### config.mk
export PLATFORM = sky130hd
export DESIGN_NAME = segment_panel_formatter_flat
export DESIGN_NICKNAME = d
export VERILOG_FILES = /design/src/design/spf_pkg.sv /design/src/design/spf_stream_if.sv /design/src/design/spf_digit_conv.sv /design/src/design/spf_sequencer.sv /design/src/design/segment_panel_formatter.sv /design/src/flat_wrapper.sv
export VERILOG_INCLUDE_DIRS = /design/src /design/src/design
export SDC_FILE = /design/constraint.sdc
export NUM_CORES = 1
export LEC_CHECK = 0
export BUFFER_PORTS_ARGS = -buffer_cell sky130_fd_sc_hd__buf_2
export CORE_ASPECT_RATIO = 0.5
export CORE_UTILIZATION = 25
export CTS_CLUSTER_SIZE = 20
export DETAILED_ROUTE_END_ITERATION = 6
export PLACE_DENSITY = 0.44
export SETUP_SLACK_MARGIN = 0.5
export SYNTH_ARGS = -nofsm -noshare
export SYNTH_HDL_FRONTEND = slang
export SYNTH_HIERARCHICAL = 1
export SYNTH_SLANG_ARGS = --single-unit
### constraint.sdc
create_clock -name clock -period 4.4 [get_ports clock]
set_clock_uncertainty 0.15 [all_clocks]
set_input_delay 0.44 -clock clock [delete_from_list [all_inputs] [get_ports clock]]
set_output_delay 0.44 -clock clock [all_outputs]
set_load 0.005 [all_outputs]
### src/design/segment_panel_formatter_assert.svh
// Assertion macros for the segment panel formatter.
`ifndef SEGMENT_PANEL_FORMATTER_ASSERT_SVH
`define SEGMENT_PANEL_FORMATTER_ASSERT_SVH
`ifndef SYNTHESIS
`define SPF_ASSERT_IMP(label, clk, rst, ante, cons) \
   label: assert property (@(posedge clk) disable iff (rst) (ante) |-> (cons)) \
      else $error("assertion failed");
`define SPF_ASSERT_NEXT(label, clk, rst, ante, cons) \
   label: assert property (@(posedge clk) disable iff (rst) (ante) |=> (cons)) \
      else $error("assertion failed");
`else
`define SPF_ASSERT_IMP(label, clk, rst, ante, cons)
`define SPF_ASSERT_NEXT(label, clk, rst, ante, cons)
`endif
`endif

### src/design/spf_pkg.sv
`timescale 1ns / 1ps
package spf_pkg;
   localparam int unsigned NumBytes = 16;
   localparam int unsigned DigitCount = 5;

   typedef enum logic [4:0] {
      MODE_CLEAR = 5'd0, MODE_SPEED = 5'd1, MODE_MACH = 5'd2, MODE_HDG = 5'd3,
      MODE_ALT = 5'd4, MODE_VS = 5'd5, MODE_FPA = 5'd6, MODE_SPD_DASH = 5'd7,
      MODE_HDG_DASH = 5'd8, MODE_ALT_DASH = 5'd9, MODE_VRT_DASH = 5'd10,
      MODE_SPD_DOT = 5'd11, MODE_HDG_DOT = 5'd12, MODE_ALT_DOT = 5'd13,
      MODE_TRK = 5'd14, MODE_SPD_LBL = 5'd15, MODE_MACH_LBL = 5'd16,
      MODE_SPD_ONLY = 5'd17
   } mode_type;

   localparam logic [3:0] PatDash = 4'd10;
   localparam logic [3:0] PatBlank = 4'd11;
   localparam logic [3:0] PatSmall0 = 4'd12;

   // Control handed from the sequencer to the digit converter.
   typedef struct packed {
      logic        start;
      logic [16:0] value;
   } conv_req_type;

   typedef struct packed {
      logic       done;
      logic [19:0] digits;
   } conv_rsp_type;

   function automatic logic [7:0] seg_pattern(input logic [3:0] d);
      logic [7:0] p;
      case (d)
         4'd0: p = 8'hFA;
         4'd1: p = 8'h60;
         4'd2: p = 8'hBC;
         4'd3: p = 8'hF4;
         4'd4: p = 8'h66;
         4'd5: p = 8'hD6;
         4'd6: p = 8'hDE;
         4'd7: p = 8'h70;
         4'd8: p = 8'hFE;
         4'd9: p = 8'hF6;
         4'd10: p = 8'h04;
         4'd12: p = 8'hCC;
         default: p = 8'h00;
      endcase
      return p;
   endfunction
endpackage

### src/design/spf_stream_if.sv
`timescale 1ns / 1ps
interface spf_req_if;
   logic              valid;
   logic              ready;
   logic [4:0]        mode;
   logic signed [31:0] value;
   modport source (output valid, output mode, output value, input ready);
   modport sink (input valid, input mode, input value, output ready);
endinterface

interface spf_rsp_if;
   logic       valid;
   logic       ready;
   logic [4:0] lcd_address;
   logic [7:0] segment_byte;
   logic       last;
   modport source (output valid, output lcd_address, output segment_byte, output last,
                   input ready);
   modport sink (input valid, input lcd_address, input segment_byte, input last,
                 output ready);
endinterface

### src/design/spf_digit_conv.sv
`timescale 1ns / 1ps
// Shift-and-add-3 binary to BCD conversion, one bit per cycle.
module spf_digit_conv (
   input  logic                  clock,
   input  logic                  reset,
   input  spf_pkg::conv_req_type conv_req,
   output spf_pkg::conv_rsp_type conv_rsp
);
   logic [19:0] bcd_ff, bcd_in, adj;
   logic [16:0] sh_ff, sh_in;
   logic [4:0]  cnt_ff, cnt_in;
   logic        busy_ff, busy_in, done_ff, done_in;

   // Add three to every digit above four before the shift.
   always_comb begin
      for (int k = 0; k < 5; k++) begin
         adj[4*k +: 4] = (bcd_ff[4*k +: 4] > 4'd4) ? bcd_ff[4*k +: 4] + 4'd3
                                                    : bcd_ff[4*k +: 4];
      end
   end

   always_comb begin
      bcd_in = bcd_ff;
      sh_in = sh_ff;
      cnt_in = cnt_ff;
      busy_in = busy_ff;
      done_in = 1'b0;
      if (conv_req.start) begin
         bcd_in = '0;
         sh_in = conv_req.value;
         cnt_in = 5'd17;
         busy_in = 1'b1;
      end else if (busy_ff) begin
         bcd_in = {adj[18:0], sh_ff[16]};
         sh_in = {sh_ff[15:0], 1'b0};
         cnt_in = cnt_ff - 5'd1;
         if (cnt_ff == 5'd1) begin
            busy_in = 1'b0;
            done_in = 1'b1;
         end
      end
   end

   always_ff @(posedge clock) begin
      if (reset) begin
         busy_ff <= 1'b0;
         done_ff <= 1'b0;
         cnt_ff <= '0;
      end else begin
         busy_ff <= busy_in;
         done_ff <= done_in;
         cnt_ff <= cnt_in;
      end
      bcd_ff <= bcd_in;
      sh_ff <= sh_in;
   end

   assign conv_rsp.done = done_ff;
   assign conv_rsp.digits = bcd_ff;
endmodule

### src/design/spf_sequencer.sv
`timescale 1ns / 1ps
// Message sequencer: clamps, converts, updates the buffer and streams writes.
module spf_sequencer (
   input  logic                  clock,
   input  logic                  reset,
   input  logic                  sign_shown,
   spf_req_if.sink               req,
   spf_rsp_if.source             rsp,
   output spf_pkg::conv_req_type conv_req,
   input  spf_pkg::conv_rsp_type conv_rsp
);
   typedef enum logic [1:0] {IDLE, CONVERT, EMIT} state_type;

   state_type   state_ff;
   logic [7:0]  buf_ff [16];
   logic [7:0]  nb [16];
   logic [15:0] touched_ff, tin;
   logic [4:0]  mode_ff;
   logic [31:0] raw_ff;
   logic        neg_ff;
   logic [3:0]  idx_ff;
   logic [16:0] mag;
   logic        neg;
   logic        rvalid_ff, rlast_ff;
   logic [4:0]  raddr_ff;
   logic [7:0]  rbyte_ff;
   logic [15:0] rest;

   // New segments for a byte, keeping its flag bit.
   function automatic logic [7:0] with_digit(input logic [7:0] old, input logic [3:0] d);
      return spf_pkg::seg_pattern(d) | {7'd0, old[0]};
   endfunction

   // Clamp the operand to the magnitude the mode displays.
   always_comb begin
      logic signed [15:0] s16;
      logic signed [7:0]  s8;
      s16 = req.value[15:0];
      s8 = req.value[7:0];
      mag = '0;
      neg = 1'b0;
      case (req.mode)
         spf_pkg::MODE_SPEED, spf_pkg::MODE_MACH, spf_pkg::MODE_HDG,
         spf_pkg::MODE_SPD_ONLY:
            mag = (req.value[15:0] > 16'd999) ? 17'd999 : {1'b0, req.value[15:0]};
         spf_pkg::MODE_ALT:
            mag = (req.value[31:0] > 32'd99999) ? 17'd99999 : req.value[16:0];
         spf_pkg::MODE_VS: begin
            neg = s16 < 0;
            if (s16 > 16'sd9999 || s16 < -16'sd9999) mag = 17'd9999;
            else mag = neg ? {1'b0, -s16} : {1'b0, s16};
         end
         spf_pkg::MODE_FPA: begin
            neg = s8 < 0;
            if (s8 > 8'sd99 || s8 < -8'sd99) mag = 17'd99;
            else mag = neg ? {9'd0, -s8} : {9'd0, s8};
         end
         default: mag = '0;
      endcase
   end

   // Apply the message to a copy of the buffer once digits are known.
   always_comb begin
      logic [19:0] dg;
      logic        fl, sg;
      dg = conv_rsp.digits;
      fl = raw_ff[7:0] != 8'd0;
      sg = sign_shown;
      tin = '0;
      for (int k = 0; k < 16; k++) nb[k] = buf_ff[k];
      case (mode_ff)
         spf_pkg::MODE_CLEAR: begin
            for (int k = 0; k < 16; k++) nb[k] = '0;
            tin = 16'hFFFF;
         end
         spf_pkg::MODE_SPEED, spf_pkg::MODE_MACH, spf_pkg::MODE_SPD_ONLY: begin
            if (mode_ff != spf_pkg::MODE_SPD_ONLY) begin
               nb[15][7] = mode_ff == spf_pkg::MODE_SPEED;
               nb[15][6] = mode_ff == spf_pkg::MODE_MACH;
               nb[1][0] = mode_ff == spf_pkg::MODE_MACH;
               tin[15] = 1'b1;
            end
            for (int k = 0; k < 3; k++)
               nb[2-k] = with_digit(nb[2-k], dg[4*k +: 4]);
            tin[2:0] = 3'b111;
         end
         spf_pkg::MODE_HDG: begin
            for (int k = 0; k < 3; k++)
               nb[5-k] = with_digit(nb[5-k], dg[4*k +: 4]);
            tin[5:3] = 3'b111;
         end
         spf_pkg::MODE_ALT: begin
            for (int k = 0; k < 5; k++)
               nb[10-k] = with_digit(nb[10-k], dg[4*k +: 4]);
            tin[10:6] = 5'b11111;
         end
         spf_pkg::MODE_VS: begin
            if (neg_ff) begin
               nb[13][0] = 1'b0;
               nb[14][0] = sg;
            end else if (raw_ff[15:0] == 16'd0) begin
               nb[13][0] = 1'b0;
               nb[14][0] = 1'b0;
            end else begin
               nb[13][0] = sg;
               nb[14][0] = sg;
            end
            nb[12][0] = 1'b0;
            nb[14] = with_digit(nb[14], spf_pkg::PatSmall0);
            nb[13] = with_digit(nb[13], spf_pkg::PatSmall0);
            nb[12] = with_digit(nb[12], dg[11:8]);
            nb[11] = with_digit(nb[11], dg[15:12]);
            tin[14:11] = 4'b1111;
         end
         spf_pkg::MODE_FPA: begin
            nb[13] = {7'd0, neg_ff ? 1'b0 : sg};
            nb[14] = {7'd0, sg};
            nb[12] = spf_pkg::seg_pattern(dg[3:0]) | 8'h01;
            nb[11] = with_digit(nb[11], dg[7:4]);
            tin[14:11] = 4'b1111;
         end
         spf_pkg::MODE_SPD_DASH: begin
            for (int k = 0; k < 3; k++)
               nb[k] = with_digit(nb[k], fl ? spf_pkg::PatDash : spf_pkg::PatBlank);
            nb[1][0] = 1'b0;
            tin[2:0] = 3'b111;
         end
         spf_pkg::MODE_HDG_DASH: begin
            for (int k = 3; k < 6; k++)
               nb[k] = with_digit(nb[k], fl ? spf_pkg::PatDash : spf_pkg::PatBlank);
            tin[5:3] = 3'b111;
         end
         spf_pkg::MODE_ALT_DASH: begin
            for (int k = 6; k < 11; k++)
               nb[k] = with_digit(nb[k], fl ? spf_pkg::PatDash : spf_pkg::PatBlank);
            tin[10:6] = 5'b11111;
         end
         spf_pkg::MODE_VRT_DASH: begin
            nb[14][0] = fl;
            if (fl) nb[13][0] = 1'b0;
            for (int k = 11; k < 15; k++)
               nb[k] = with_digit(nb[k], fl ? spf_pkg::PatDash : spf_pkg::PatBlank);
            tin[14:11] = 4'b1111;
         end
         spf_pkg::MODE_SPD_DOT: begin
            nb[3][0] = fl;
            tin[3] = 1'b1;
         end
         spf_pkg::MODE_HDG_DOT: begin
            nb[5][0] = fl;
            tin[5] = 1'b1;
         end
         spf_pkg::MODE_ALT_DOT: begin
            nb[11][0] = fl;
            tin[11] = 1'b1;
         end
         spf_pkg::MODE_TRK: begin
            nb[15][5] = !fl;
            nb[15][4] = fl;
            nb[15][2] = !fl;
            nb[15][3] = fl;
            nb[9][0] = !fl;
            nb[8][0] = fl;
            nb[7][0] = !fl;
            nb[6][0] = fl;
            tin[15] = 1'b1;
            tin[9:6] = 4'b1111;
         end
         spf_pkg::MODE_SPD_LBL: begin
            nb[15][7] = fl;
            tin[15] = 1'b1;
         end
         spf_pkg::MODE_MACH_LBL: begin
            nb[15][6] = fl;
            nb[1][0] = fl;
            tin[15] = 1'b1;
            tin[1] = 1'b1;
         end
         default: tin = '0;
      endcase
   end

   // Touched bits above the current index, for the last flag.
   always_comb begin
      rest = '0;
      for (int k = 0; k < 16; k++) rest[k] = touched_ff[k] && (k > 32'(idx_ff));
   end

   assign req.ready = (state_ff == IDLE) && !rvalid_ff;
   assign conv_req.start = req.valid && req.ready;
   assign conv_req.value = mag;
   assign rsp.valid = rvalid_ff;
   assign rsp.lcd_address = raddr_ff;
   assign rsp.segment_byte = rbyte_ff;
   assign rsp.last = rlast_ff;

   // State, buffer and output register.
   always_ff @(posedge clock) begin
      if (reset) begin
         state_ff <= IDLE;
         rvalid_ff <= 1'b0;
         for (int k = 0; k < 16; k++) begin
            if (k == 15) buf_ff[k] <= 8'h03;
            else if (k == 4) buf_ff[k] <= 8'h01;
            else buf_ff[k] <= '0;
         end
         touched_ff <= '0;
         idx_ff <= '0;
      end else begin
         case (state_ff)
            IDLE: begin
               if (rvalid_ff && rsp.ready) rvalid_ff <= 1'b0;
               if (req.valid && req.ready) begin
                  mode_ff <= req.mode;
                  raw_ff <= req.value;
                  neg_ff <= neg;
                  state_ff <= CONVERT;
               end
            end
            CONVERT: begin
               if (conv_rsp.done) begin
                  for (int k = 0; k < 16; k++) buf_ff[k] <= nb[k];
                  touched_ff <= tin;
                  idx_ff <= '0;
                  state_ff <= EMIT;
               end
            end
            EMIT: begin
               if (!rvalid_ff || rsp.ready) begin
                  rvalid_ff <= touched_ff[idx_ff];
                  if (touched_ff[idx_ff]) begin
                     raddr_ff <= {idx_ff, 1'b0};
                     rbyte_ff <= buf_ff[idx_ff];
                     rlast_ff <= rest == '0;
                  end
                  idx_ff <= idx_ff + 4'd1;
                  if (idx_ff == 4'd15) state_ff <= IDLE;
               end
            end
            default: state_ff <= IDLE;
         endcase
      end
   end
endmodule

### src/design/segment_panel_formatter.sv
`timescale 1ns / 1ps
// Segment panel formatter. An accepted message passes through the
// bit-serial decimal converter and its hand-off (17 conversion steps), then the
// sequencer scans the 16 buffer bytes at one per cycle while writes stream out.
// The next message is accepted only after the scan has finished and any
// pending write has been taken by the receiver downstream; a stalled write
// holds the scan. The converter runs for every message, including clears and
// flag messages. Writes come in ascending address order with last on the final
// one; a message that touches nothing emits none. sign_shown may be written
// whenever the block is idle.
`include "segment_panel_formatter_assert.svh"
module segment_panel_formatter (
   input  logic       clock,
   input  logic       reset,
   input  logic       csr_write_enable,
   input  logic       csr_write_data,
   spf_req_if.sink    req,
   spf_rsp_if.source  rsp
);
   logic                  sign_ff;
   spf_pkg::conv_req_type conv_req;
   spf_pkg::conv_rsp_type conv_rsp;

   // Configuration register.
   always_ff @(posedge clock) begin
      if (reset) sign_ff <= 1'b0;
      else if (csr_write_enable) sign_ff <= csr_write_data;
   end

   spf_digit_conv u_conv (
      .clock(clock), .reset(reset), .conv_req(conv_req), .conv_rsp(conv_rsp));

   spf_sequencer u_seq (
      .clock(clock), .reset(reset), .sign_shown(sign_ff), .req(req), .rsp(rsp),
      .conv_req(conv_req), .conv_rsp(conv_rsp));

   `SPF_ASSERT_IMP(a_no_accept_while_out, clock, reset, rsp.valid, !req.ready)
   `SPF_ASSERT_NEXT(a_start_busy, clock, reset, req.valid && req.ready, !req.ready)
endmodule
### src/flat_wrapper.sv
// flat-port wrapper written by rule: the top's interface ports become plain ports
module segment_panel_formatter_flat 
  (clock, reset, csr_write_enable, csr_write_data, req_valid, req_mode, req_value, req_ready, rsp_valid, rsp_lcd_address, rsp_segment_byte, rsp_last, rsp_ready);
  spf_req_if req_i ();
  spf_rsp_if rsp_i ();
  input  logic clock;
  input  logic reset;
  input  logic csr_write_enable;
  input  logic csr_write_data;
  input wire logic [$bits(req_i.valid)-1:0] req_valid;
  input wire logic [$bits(req_i.mode)-1:0] req_mode;
  input wire logic [$bits(req_i.value)-1:0] req_value;
  output wire logic [$bits(req_i.ready)-1:0] req_ready;
  output wire logic [$bits(rsp_i.valid)-1:0] rsp_valid;
  output wire logic [$bits(rsp_i.lcd_address)-1:0] rsp_lcd_address;
  output wire logic [$bits(rsp_i.segment_byte)-1:0] rsp_segment_byte;
  output wire logic [$bits(rsp_i.last)-1:0] rsp_last;
  input wire logic [$bits(rsp_i.ready)-1:0] rsp_ready;
  assign req_i.valid = req_valid;
  assign req_i.mode = req_mode;
  assign req_i.value = req_value;
  assign req_ready = req_i.ready;
  assign rsp_valid = rsp_i.valid;
  assign rsp_lcd_address = rsp_i.lcd_address;
  assign rsp_segment_byte = rsp_i.segment_byte;
  assign rsp_last = rsp_i.last;
  assign rsp_i.ready = rsp_ready;
  segment_panel_formatter u_core (.clock(clock), .reset(reset), .csr_write_enable(csr_write_enable), .csr_write_data(csr_write_data), .req(req_i), .rsp(rsp_i));
endmodule
==> results.toml, run 1 <==
[finish]
stdcell_area_um2 = 13780
area_growth_pct = 13.70
multi_input_area_um2 = 5708
n_antenna_cell = 0
layout.cells.non_filler = 1874
fin_nets = 1304
drive_gt1_share_pct = 15.94
n_fill_cell = 4959
register_area_um2 = 5858

[synth]
synth_ff_type = "edfxtp_1"
synth_common_cells = "edfxtp_1 (165), nor2_1 (151), nand2_1 (111), a21oi_1 (83), o21ai_0 (73)"
async_reset_ff_share_pct = 0
yosys.area.top_type = "edfxtp_1"
syn_inst = 1189
synthTopCellsByArea = "edfxtp_1 (41%), dfxtp_1 (7.4%), mux4_2 (6.7%)"
synth_fp_nets = 1274
yosys_warnings = 6
netlist.area_leader.share_pct = 40.89
ys_types = 75
synth-edff-count = 165
netlist_area_um2 = 12120
synth_area_per_cell_um2 = 10.19
yosys_register_bits = 210
seq_area_frac_synth_pct = 48.33
synth.most_common_cell = "edfxtp_1"

[power]
irDropWorstVdd_uv = 244.7
swShare_pct = 26.88
powerDensity_nw_per_um2 = 351.8
power.internal_w = 0.003544
pwr-share-clk_pct = 39.9
p_comb_share_pct = 12.1
p_leak_nw = 4.662
switchingPower_w = 0.001303
seqPwrFrac_pct = 48.0

[clocking]
tritoncts = "done"
cts_buffer_depth = 3
cts_root_buffer = "clkbuf_16"
clock-sinks = 210
worstSkewPairLatency_ns = 0.54
cts-htree-levels = 1
cts_buffers = 23
cts_resized = 0
path_clk_slew_ns = 0.06

[setup_path]
cpMaxStageDelayCell = "nand2_1"
critPathKind = "flip-flop to flip-flop"
required_ns = 4.60
cp_data_arrival_time_ns = 3.54
cp_cell_sequence = "or3b_2 -> nor2_1 -> nand2_1 -> a21oi_1"
cp-end-kind = "flip-flop"
cp-start-kind = "flip-flop"
crit_path_max_fanout = 27
max_stage_delay_ns = 0.75

[sta]
relSlewSlack_pct = 25.32
layout_worst_path_cycle_share_pct = 75.99
drv_slew = 0
tightest_slew_ns = 1.119
rsz0062_at_grt = "no"
final-hold-violation-count = 0
fin_crit_ns = 3.344
max_freq_ghz = 0.2991
finalSetupViolCount = 0
fin_tns_setup_ns = 0

[global_route]
overflow = 0
grt_pass1_wl_um = 52430
grt_max_degree = 40
grtUsageTotal_pct = 13.51
antenna_found_initial = 0
grt_pass1_vias = 8803

[floorplanning]
start_util_pct = 25.58
die_h_um = 157.7
coreArea_um2 = 47370
io_pins = 59
rows = 56
dieArea_um2 = 49400
die_w_um = 313.3

[route]
wl_um = 33970
wl_per_cell_um = 18.12
drtIter0Drc = 757
vias_per_cell = 4.948
vias = 9273
postRouteAntennaNets = 0
drt_first_pass_iters = 6
drc = 0

[placement]
io_buffers = 57
place_hpwl_um = 24550
post-place-cells = 1829
placed_area_um2 = 13010
gp_congestion = 0.8115

[status]
status = "completed"

[hold_path]
hp-class = "input pin to flip-flop"

[flow_run]
cap_violations = 0
-- power groups by stage --
stage	clock, W	sequential, W	combinational (W)
after floorplan	0	0.00232	0.000413
after global placement	0	0.00237	0.000572
after detailed placement	0	0.00237	0.000580
after CTS	0.00201	0.00233	0.000587
after global routing	0.00206	0.00234	0.000653
final	0.00193	0.00233	0.000587
-- layout by cell type, fill, tap and decap left out, types with 5 or more instances in the layout --
cell       netlist  routed
xnor2_1          8       8
edfxtp_1       165     165
a31oi_1         14      14
nand3_1         15      15
a21oi_1         83      81
o31ai_1          5       5
or2_2           10      10
and3_1           9       9
mux4_2          36      36
o22ai_1         17      17
ha_1            42      42
nand3b_1         7       7
nand2_1        111     111
mux2i_1         11      11
nor2b_1         21      21
o311ai_0        13      13
nand4_1          9       9
o21ai_0         73      73
o2111ai_1        9       9
nor3b_1          9       9
a22oi_1          5       5
a211oi_1        10      10
o211ai_1        11      11
nor4_1          12      12
inv_1           64      63
nand2b_1        14      14
buf_4            6      16
or3_1           10      10
nor3_1          26      26
or3b_2           5       5
or4_1           13      13
dfxtp_1         45      43
clkbuf_16        0      23
buf_2           13      57
mux2_2          21      21
and2_1           6       6
nor2_1         151     150
-- cells by family after synthesis --
family | Yosys count | share of synthesized area [%]
mux | 68 | 9.552
buf+inv | 135 | 4.647
simple gates | 444 | 18.01
fa+ha+maj | 42 | 4.337
other cells | 1 | 0.03095
flops | 210 | 48.33
compound gates | 277 | 14.23
xor+xnor | 12 | 0.8674
-- metal layers --
| layer | share of wire, % | global-route usage, % | vias up |
|---|---|---|---|
| li1 | - | - | 4478 |
| met1 | 51 | 20.19 | 4533 |
| met2 | 43 | 20.58 | 225 |
| met3 | 4.5 | 1.729 | 37 |
| met4 | 1.7 | 2.997 | 0 |
| met5 | 0 | 0 | - |
-- critical path: cells and delay by family, from the launching register on --
family	cells	cell delay (ns)
flops	1	0.61
compound gates	1	0.40
simple gates	3	2.00
-- path summary, 6_finish.rpt --
check                               from                          end  slack, ns  cells after the start
max reg2reg      u_core/u_seq/mode_ff[4]    u_core/u_seq/buf_ff[6][4]       1.06                      4
min reg2reg  u_core/u_seq/touched_ff[10]  u_core/u_seq/touched_ff[10]       0.32                      2
min                          req_mode[3]      u_core/u_seq/mode_ff[3]       0.03                      1
max              u_core/u_seq/mode_ff[4]    u_core/u_seq/buf_ff[6][4]       1.06                      4
-- repair_timing --
action / in CTS / in global routing
endpoints found under the hold margin: 2 / 0
endpoints found under the setup margin: 0 / 0
hold buffers: 3 / 0
buffers inserted: 0 / 0
-- state kept, by name, indices dropped and copies added (netlist names), 5 cells and up --
signal / flops
u_core/u_conv/bcd_ff: 20
u_core/u_conv/cnt_ff: 5
u_core/u_conv/sh_ff: 17
u_core/u_seq/buf_ff: 113
u_core/u_seq/mode_ff: 5
u_core/u_seq/raw_ff: 16
u_core/u_seq/rsp.segment_byte: 8
u_core/u_seq/touched_ff: 10
-- cell type report --
| type | instances | share of cell area (%) |
|---|---|---|
| Multi-Input combinational cell | 844 | 41.43 |
| Tap cell | 638 | 5.794 |
| Inverter | 64 | 1.744 |
| Clock inverter | 15 | 1.063 |
| Timing Repair Buffer | 76 | 3.160 |
| Clock buffer | 27 | 4.287 |
| Sequential cell | 210 | 42.52 |
-- through the flow --
step | util [%] | hold slack (ns) | power, W | worst slack [ns]
floorplan | - | 0.2564 | 0.002736 | 0.8777
global placement | 27.47 | 0.3181 | 0.002940 | 1.119
detailed placement | 27.47 | 0.3172 | 0.002951 | 1.096
CTS | 29.09 | 0.001016 | 0.004922 | 1.104
global route | 29.09 | 0.01233 | 0.005060 | 0.8037
finish | 29.09 | 0.02997 | 0.004847 | 1.056
(Power assumes the default switching activity.)
==> run 2: changes to the inputs <==
Clock period 4.4 ns to 3.3 ns, I/O delays scaled along.
==> run 2 against run 1 <==
  * Final cell count rose by 2.2%
  * Global-route usage increased by 0.63 points
  * Sequential share of layout area fell by 1.1 points
  * Design area increased by 2.6%
  * Hold slack worse by 0.0092 ns
  * Combinational power increased by 43%
  * Critical endpoint is now u_core/u_conv/sh_ff[3]
  * Critical path type is now input pin to flip-flop
  * Clock power increased by 29%
  * Power rose by 32%
==> results.toml, run 2 (synthesis gave the netlist of run 1 again) <==
[status]
status = "completed"

[power]
irDropWorstVdd_uv = 323.0
powerDensity_nw_per_um2 = 453.9
finalPower_w = 0.006419
p_leak_nw = 4.868

[setup_path]
r2r-start = "u_core/u_seq/mode_ff[0]"
crit_path_max_fanout = 6
required_ns = 3.43
critPathKind = "input pin to flip-flop"
cpMaxStageDelayCell = "dlygate4sd3_1"
crit_family = "buffers and inverters"
timing.critical_path.buf_inv = 3
cp_data_arrival_time_ns = 2.86
r2r_end = "u_core/u_seq/buf_ff[0][6]"
cp-start-kind = "input pin"
reg2regPathDepth = 6
max_stage_delay_ns = 0.53
cp-end-kind = "flip-flop"
reg2reg_slack_ns = 0.72
cp_cell_sequence = "dlygate4sd3_1 -> buf_2 -> or2_2 -> a2111o_1 -> o211ai_1 -> buf_4 -> a21oi_1 -> or3b_1 -> mux2_2"

[placement]
post-place-cells = 1851
place_hpwl_um = 24680
gp_congestion = 0.8388
io_buffers = 57

[route]
vias = 9494
postRouteAntennaNets = 0
drtIter0Drc = 676
drc = 0
drt_first_pass_iters = 7
wl_um = 35250
wl_per_cell_um = 18.40
vias_per_cell = 4.955

[global_route]
grt_pass1_vias = 9113
grt_max_degree = 46
grtUsageTotal_pct = 14.14
antenna_found_initial = 1
overflow = 0
grt_pass1_wl_um = 54570

[sta]
drv_slew = 0
max_freq_ghz = 0.3660
tightest_slew_ns = 0.8996
fin_tns_setup_ns = 0
rsz0062_at_grt = "yes"
final-hold-violation-count = 0
fin_crit_ns = 2.732
finalSetupViolCount = 0
relSlewSlack_pct = 39.39
layout_worst_path_cycle_share_pct = 82.79

[floorplanning]
io_pins = 59
die_w_um = 313.3
start_util_pct = 25.58
dieArea_um2 = 49400
rows = 56
die_h_um = 157.7
coreArea_um2 = 47370

[clocking]
worstSkewPairLatency_ns = 0.54
cts_buffers = 23
cts_buffer_depth = 3
cts-htree-levels = 1
tritoncts = "done"
cts_root_buffer = "clkbuf_16"
clock-sinks = 210
path_clk_slew_ns = 0.06

[hold_path]
hp-start = "reset"
hp-class = "input pin to flip-flop"
hold_path_depth = 2
hold_path_end = "u_core/u_conv/busy_ff"

[finish]
layout.cells.non_filler = 1916
n_antenna_cell = 0
fin_nets = 1346
layout_commonest_cell = "edfxtp_1"
drive_gt1_share_pct = 17.53
area_growth_pct = 16.71
mostFrequentLayoutCells = "edfxtp_1 (165), nor2_1 (150), nand2_1 (110)"
largest_reg_flops = 113
top_register = "u_core/u_seq/buf_ff"
reg_top3 = "u_core/u_seq/buf_ff x113, u_core/u_conv/bcd_ff x20, u_core/u_conv/sh_ff x17"

[flow_run]
cap_violations = 0
-- run 2: cell types whose count changed in the layout (fill, tap and decap cells not counted), moves of 2 or more --
cell           delta
clkbuf_8          +4
dlygate4sd3_1    +17
clkinvlp_4        -3
buf_4            +24
bufinv_16         -2
-- run 2: worst max path at each step --
stage | cells past startpoint | end | startpoint
after floorplan | 6 | u_core/u_conv/sh_ff[3] | req_value[13]
after global placement | 7 | u_core/u_conv/sh_ff[9] | req_value[13]
after detailed placement | 7 | u_core/u_conv/sh_ff[9] | req_value[13]
after CTS | 8 | u_core/u_conv/sh_ff[9] | req_value[3]
after global routing | 8 | u_core/u_conv/sh_ff[13] | req_value[3]
final | 9 | u_core/u_conv/sh_ff[3] | req_value[15]
-- run 2: power by group --
part           total (W)  internal, W  switching (W)
Clock            0.00249      0.00138        0.00111
Combinational   0.000837     0.000321       0.000517
Sequential       0.00309      0.00299       0.000102
Total            0.00642      0.00469        0.00173
-- run 2: worst register-to-register path, cell delays in order (launching register included) --
cell      delay (ns)
edfxtp_1        0.68
nor2b_1         0.35
a22oi_1         0.14
nor2_1          0.35
inv_1           0.15
a21oi_1         0.16
buf_4           0.29
-- run 2: timing repair --
action / 4_1_cts / 5_1_grt
setup endpoints to repair: 0 / 11
setup buffers: 0 / 3
hold buffers: 20 / 0
gates resized for setup: 0 / 2
endpoints found under the hold margin: 19 / 0
-- run 2: layout make-up --
class / count / area [µm²]
Clock inverter: 11 / 68.82
Timing Repair Buffer: 118 / 805.8
Fill cell: 4924 / 33220
Clock buffer: 31 / 645.6
Multi-Input combinational cell: 844 / 5724
Inverter: 64 / 240.2
Tap cell: 638 / 798.3
Sequential cell: 210 / 5858
-- run 2: through the flow --
step	util, %	worst slack [ns]	area, µm²	hold WS [ns]
6_report	29.86	0.5679	14140	0.02072
5_1_grt	29.86	0.4229	14140	0.009163
3_5_place_dp	27.86	0.2148	13200	0.3184
2_1_floorplan	-	0.6267	12130	0.2491
4_1_cts	29.79	0.5154	14110	0.001013
3_3_place_gp	27.86	0.2458	13200	0.3119
-- run 2: metal layers --
metal | vias up | GRT usage [%] | share of wire [%]
met4 | 0 | 3.020 | 1.8
li1 | 4551 | - | -
met1 | 4698 | 20.62 | 49
met3 | 38 | 1.899 | 4.6
met5 | - | 0 | 0
met2 | 207 | 22.18 | 45
